## src/hw/rtl/dla_pkg.sv

```systemverilog
// ----------------------------------------------------------------------------
// DLA shared definitions
// Widths, codes and the command and status bundles used between the
// controller and the datapath of the aggregation engine.
// ----------------------------------------------------------------------------
package dla_pkg;

	localparam int GRID_MAX   = 64;
	localparam int COORD_W    = 6;
	localparam int ORDER_W    = 7;
	localparam int TARGET_W   = 9;
	localparam int COUNT_W    = 9;
	localparam int STATUS_W   = 3;
	localparam int OP_W       = 2;
	localparam int DIR_W      = 2;
	localparam int KIND_W     = 2;
	localparam int CFG_IDX_W  = 1;
	localparam int CFG_DATA_W = 9;
	localparam int IN_W       = 16;
	localparam int OUT_W      = 32;

	localparam logic [ORDER_W-1:0]  ORDER_RESET  = 7'd9;
	localparam logic [ORDER_W-1:0]  ORDER_MIN    = 7'd3;
	localparam logic [ORDER_W-1:0]  ORDER_MAX    = ORDER_W'(GRID_MAX);
	localparam logic [TARGET_W-1:0] TARGET_RESET = 9'd8;
	localparam logic [COORD_W-1:0]  RESET_MID    = COORD_W'(ORDER_RESET >> 1);
	localparam logic [COUNT_W-1:0]  COUNT_MAX    = '1;
	localparam logic [GRID_MAX-1:0] ROW_ONE      = GRID_MAX'(1);

	localparam logic [OP_W-1:0] OP_CLEAR  = 2'd0;
	localparam logic [OP_W-1:0] OP_LAUNCH = 2'd1;
	localparam logic [OP_W-1:0] OP_STEP   = 2'd2;
	localparam logic [OP_W-1:0] OP_NONE   = 2'd3;

	localparam logic [DIR_W-1:0] DIR_RIGHT = 2'd0;
	localparam logic [DIR_W-1:0] DIR_UP    = 2'd1;
	localparam logic [DIR_W-1:0] DIR_LEFT  = 2'd2;
	localparam logic [DIR_W-1:0] DIR_DOWN  = 2'd3;

	localparam logic [STATUS_W-1:0] ST_MOVED    = 3'd0;
	localparam logic [STATUS_W-1:0] ST_STUCK    = 3'd1;
	localparam logic [STATUS_W-1:0] ST_LAUNCHED = 3'd2;
	localparam logic [STATUS_W-1:0] ST_REJECTED = 3'd3;
	localparam logic [STATUS_W-1:0] ST_FINISHED = 3'd4;
	localparam logic [STATUS_W-1:0] ST_CLEARED  = 3'd5;

	localparam logic [CFG_IDX_W-1:0] CFG_ORDER  = 1'd0;
	localparam logic [CFG_IDX_W-1:0] CFG_TARGET = 1'd1;

	// How an accepted item is handled: grid clear, answered at once, or grid lookup.
	localparam logic [KIND_W-1:0] KIND_CLEAR = 2'd0;
	localparam logic [KIND_W-1:0] KIND_IMM   = 2'd1;
	localparam logic [KIND_W-1:0] KIND_MEM   = 2'd2;

	typedef struct packed {
		logic accept;
		logic clr_step;
		logic eval;
		logic set_cell;
		logic out_load;
	} dla_cmd_t;

	typedef struct packed {
		logic [KIND_W-1:0] kind;
		logic              is_step;
		logic              occupied;
		logic              clr_last;
		logic              out_busy;
	} dla_stat_t;

endpackage

```

## src/hw/rtl/dla_ctrl.sv

```systemverilog
// ----------------------------------------------------------------------------
// DLA controller
// Sequences the clearing sweep, the grid lookup and the sticking write, and
// hands each finished result to the output register.
// ----------------------------------------------------------------------------
module dla_ctrl (
	input  logic               clk,
	input  logic               arst_n,
	input  logic               in_valid,
	output logic               in_ready,
	input  dla_pkg::dla_stat_t stat,
	output dla_pkg::dla_cmd_t  cmd
);
	import dla_pkg::*;

	localparam logic [2:0] S_IDLE = 3'd0;
	localparam logic [2:0] S_CLR  = 3'd1;
	localparam logic [2:0] S_EVAL = 3'd2;
	localparam logic [2:0] S_SET  = 3'd3;
	localparam logic [2:0] S_DONE = 3'd4;

	logic [2:0] state_q;
	logic [2:0] state_d;
	logic       clr_item_q;
	logic       clr_item_d;

	assign in_ready = (state_q == S_IDLE);

	always_comb begin
		state_d    = state_q;
		clr_item_d = clr_item_q;
		cmd        = '0;
		case (state_q)
			S_IDLE: begin
				if (in_valid) begin
					cmd.accept = 1'b1;
					case (stat.kind)
						KIND_CLEAR: begin
							state_d    = S_CLR;
							clr_item_d = 1'b1;
						end
						KIND_MEM: state_d = S_EVAL;
						default:  state_d = S_DONE;
					endcase
				end
			end
			S_CLR: begin
				cmd.clr_step = 1'b1;
				if (stat.clr_last) begin
					// The sweep after reset has no item to answer.
					state_d    = clr_item_q ? S_DONE : S_IDLE;
					clr_item_d = 1'b0;
				end
			end
			S_EVAL: begin
				cmd.eval = 1'b1;
				state_d  = (stat.is_step && stat.occupied) ? S_SET : S_DONE;
			end
			S_SET: begin
				cmd.set_cell = 1'b1;
				state_d      = S_DONE;
			end
			S_DONE: begin
				if (!stat.out_busy) begin
					cmd.out_load = 1'b1;
					state_d      = S_IDLE;
				end
			end
			default: state_d = S_IDLE;
		endcase
	end

	always_ff @(posedge clk or negedge arst_n) begin
		if (!arst_n) begin
			state_q    <= S_CLR;
			clr_item_q <= 1'b0;
		end else begin
			state_q    <= state_d;
			clr_item_q <= clr_item_d;
		end
	end

endmodule

```

## config.mk

```make
export PLATFORM = sky130hd
export DESIGN_NAME = dla_ctrl
export DESIGN_NICKNAME = d
export VERILOG_FILES = /design/src/hw/rtl/dla_pkg.sv /design/src/hw/rtl/dla_ctrl.sv
export SDC_FILE = /design/constraint.sdc
export NUM_CORES = 1
export LEC_CHECK = 0
export BUFFER_PORTS_ARGS = -buffer_cell sky130_fd_sc_hd__buf_4
export CAP_MARGIN = 10
export CELL_PAD_IN_SITES_DETAIL_PLACEMENT = 0
export CELL_PAD_IN_SITES_GLOBAL_PLACEMENT = 2
export CORE_AREA = 2 2 41 43
export CTS_BUF_LIST = sky130_fd_sc_hd__clkbuf_8
export CTS_CLUSTER_SIZE = 16
export DETAILED_ROUTE_END_ITERATION = 7
export DIE_AREA = 0 0 43 45
export PLACE_DENSITY_LB_ADDON = 0.1
export SETUP_SLACK_MARGIN = 0.2
export SYNTH_ARGS = -nofsm -noshare
export SYNTH_HDL_FRONTEND = slang
export SYNTH_SLANG_ARGS = --single-unit
```

## constraint.sdc

```tcl
create_clock -name clk -period 1.35 [get_ports clk]
set_input_delay 0.27 -clock clk [delete_from_list [all_inputs] [get_ports clk]]
set_output_delay 0.27 -clock clk [all_outputs]
set_load 0.01 [all_outputs]
```

==> results.py <==
metrics = {
    "sta": {
        "setup_slack_ps": -88.1,
        "fin_skew_ps": 7.55,
        "hold_viol": 0,
        "slew_viol_final": 0,
        "rsz0062_at_grt": "true",
        "fin_crit_sh_pct": 107,
        "fin_crit_ps": 1440,
        "worstMarginPinSlew_ps": 264,
        "fmax_ghz": 0.695,
        "setup_violations": 7,
        "fin_tns_setup_ps": -342,
        "slew_headroom_pct": 82.2,
    },
    "placed_design": {
        "post-place-ws_ps": 32.3,
        "port_buffers": 14,
        "hpwl_um": 668,
        "gp_congestion": 0.670,
        "dpl_cell_area_um2": 459,
        "dp_cells": 62,
    },
    "synthesis": {
        "synth_area_um2": 342,
        "ys_ff_latch": 4,
        "yosys_warnings": 0,
        "ys_seq_area_share_pct": 29.7,
        "synth_fp_nets": 42,
        "synth.distinct_cells": 24,
        "syn_inst": 33,
        "yosysTopAreaCellShare_pct": 22.0,
        "syn-mean-instance-area_um2": 10.4,
        "synth_edf_count": 0,
        "ys_async_sr_fraction_pct": 100,
        "yosysTopAreaCell": "dfrtp_1",
        "synthFlopType": "dfrtp_1",
        "ys_top_cells_by_area": "dfrtp_1 (22%), dfstp_2 (7.7%), buf_6 (6.6%)",
    },
    "worst_setup_path": {
        "cpLargestDelayFamily": "flip-flops",
        "arrival_ps": 1170,
        "worst-path-buf-inv": 1,
        "startpoint_type": "flip-flop",
        "max_stage_delay_ps": 590,
        "required_ps": 1080,
        "crit_path_cell_trace": "nor3b_4 > buf_6",
        "critPathKind": "flip-flop to output pin",
        "r2r_setup_slack_ps": -20,
        "worst_path_max_delay_cell": "dfstp_2",
        "crit_fanout": 7,
        "crit_path_end_kind": "output pin",
    },
    "power": {
        "p_sw_mw": 0.325,
        "swShare_pct": 35.3,
        "pwr-share-seq_pct": 26.6,
        "power_frac_clock_pct": 29.0,
        "leakagePower_nw": 0.247,
        "pwr-share-comb_pct": 44.4,
        "p_int_mw": 0.594,
        "power_per_cell_area_nw_per_um2": 1650,
        "ir_worst_vdd_mv": 0.743,
    },
    "die": {
        "core_area_um2": 1470,
        "start_util_pct": 23.2,
        "chipHeight_um": 45,
        "dieArea_um2": 1940,
        "ioPinCount": 15,
        "row_count": 14,
        "die_x_um": 43,
    },
    "clocking": {
        "path_clk_slew_ps": 40,
        "cts_buffers": 3,
        "cts_sinks": 4,
        "clk_latency_ps": 220,
        "tritoncts": "built",
        "h-tree-depth": 1,
        "clockBufferDepth": 2,
        "cts-root-buf": "clkbuf_8",
    },
    "grt": {
        "grt_usage_pct": 10.3,
        "antenna_found_initial": 0,
        "overflow": 0,
        "grt_pass1_wl_um": 1460,
        "grt_max_degree": 10,
        "grt_pass1_vias": 330,
    },
    "finish": {
        "final_cell_mix": "buf_4 (18), nor2_1 (4), clkbuf_8 (3)",
        "layout_commonest_cell": "buf_4",
        "syn_to_final_growth_pct": 62.6,
        "final_util_pct": 37.8,
        "post-route-cell-area_um2": 556,
        "nNetsFinal": 64,
        "diodes": 0,
        "fin_cells": 70,
        "drive_above_1_share_pct": 63.0,
        "fill_cells": 169,
    },
    "run_status": {
        "violations": "negative setup slack",
        "status": "finished, violations left",
    },
    "route": {
        "vias": 328,
        "routed_wl_um": 883,
        "wire_per_inst_um": 12.6,
        "dr.first_iter.drc_count": 11,
        "firstDrtPassIters": 2,
        "drc": 0,
        "avgViaCountPerCell": 4.69,
        "postRouteAntennaNets": 0,
    },
    "run": {
        "drv_cap": 0,
    },
    "worst_hold_path": {
        "min_path_type": "input port to flip-flop",
    },
}
[power by group through the flow]
stage / Sequential, mW / Combinational, mW / Clock [mW]
3_3_place_gp: 0.243 / 0.363 / 0
3_5_place_dp: 0.244 / 0.359 / 0
5_1_grt: 0.254 / 0.448 / 0.286
2_1_floorplan: 0.165 / 0.314 / 0
4_1_cts: 0.251 / 0.400 / 0.275
6_report: 0.245 / 0.408 / 0.266
[worst paths after layout]
check                      cells after the start    endpoint       start
max                                            2      cmd[3]  state_q[0]
min                                            3  state_q[2]     stat[0]
max reg2reg                                    4  state_q[2]  state_q[0]
min reg2reg                                    2  clr_item_q  clr_item_q
max in group asynchronous                      2  state_q[0]      arst_n
min in group asynchronous                      2  state_q[2]      arst_n
[through the flow]
step                power, mW  hold slack, ps
floorplan               0.479           -25.6
global placement        0.606            67.1
detailed placement      0.603            72.4
CTS                     0.925             297
global route            0.987             312
finish                  0.919             301
[cell usage after synthesis (2+ instances only)]
cell,instances
buf_6,2
nand2_1,2
a32oi_1,2
o21ai_1,2
nor2_1,4
dfrtp_1,3
[flip-flops by register name, summed over array words and instances, names as in the netlist]
register / count
clr_item_q: 1
state_q: 3
[tightest hold or removal path, cell delays in order]
cell	delay [ps]
buf_4	80
nand3_1	80
o21ai_2	60
[logic make-up (layout without fill, tap and decap cells)]
kind of cell	count (synthesis)	count (layout)	share of synthesized area [%]
AOI/OAI and AO/OA	9	9	24.9
buffers and inverters	4	25	9.15
DFF	4	4	29.7
muxes	2	2	7.69
and+or+nand+nor	14	14	28.6
[what timing repair did]
action,CTS,global route
setup buffers,2,1
hold buffers,1,0
hold endpoints to repair,3,0
endpoints found under the setup margin,10,10
gates resized for setup,4,1
pin swaps,2,0
[metal layers]
layer  part of all wire (%)  GRT usage (%)  routed length, um  vias to the layer above
met5                      0              0                  0                        -
met4                      0           1.82                  0                        0
met3                    9.3           5.60                 82                        0
met2                     46           16.7                403                       12
met1                     45           12.5                397                      149
li1                       -              -                  -                      167
[final cells by class]
class	count	area [um2]	share of cell area [%]
clock buffers	3	41.3	7.43
repair buffers	20	156	28.2
well taps	16	20.0	3.60
multi-input cells	25	226	40.8
flip-flops and latches	4	104	18.7
inverters	1	3.75	0.676
clock inverters	1	3.75	0.676
Power figures use the tool's default switching activity.
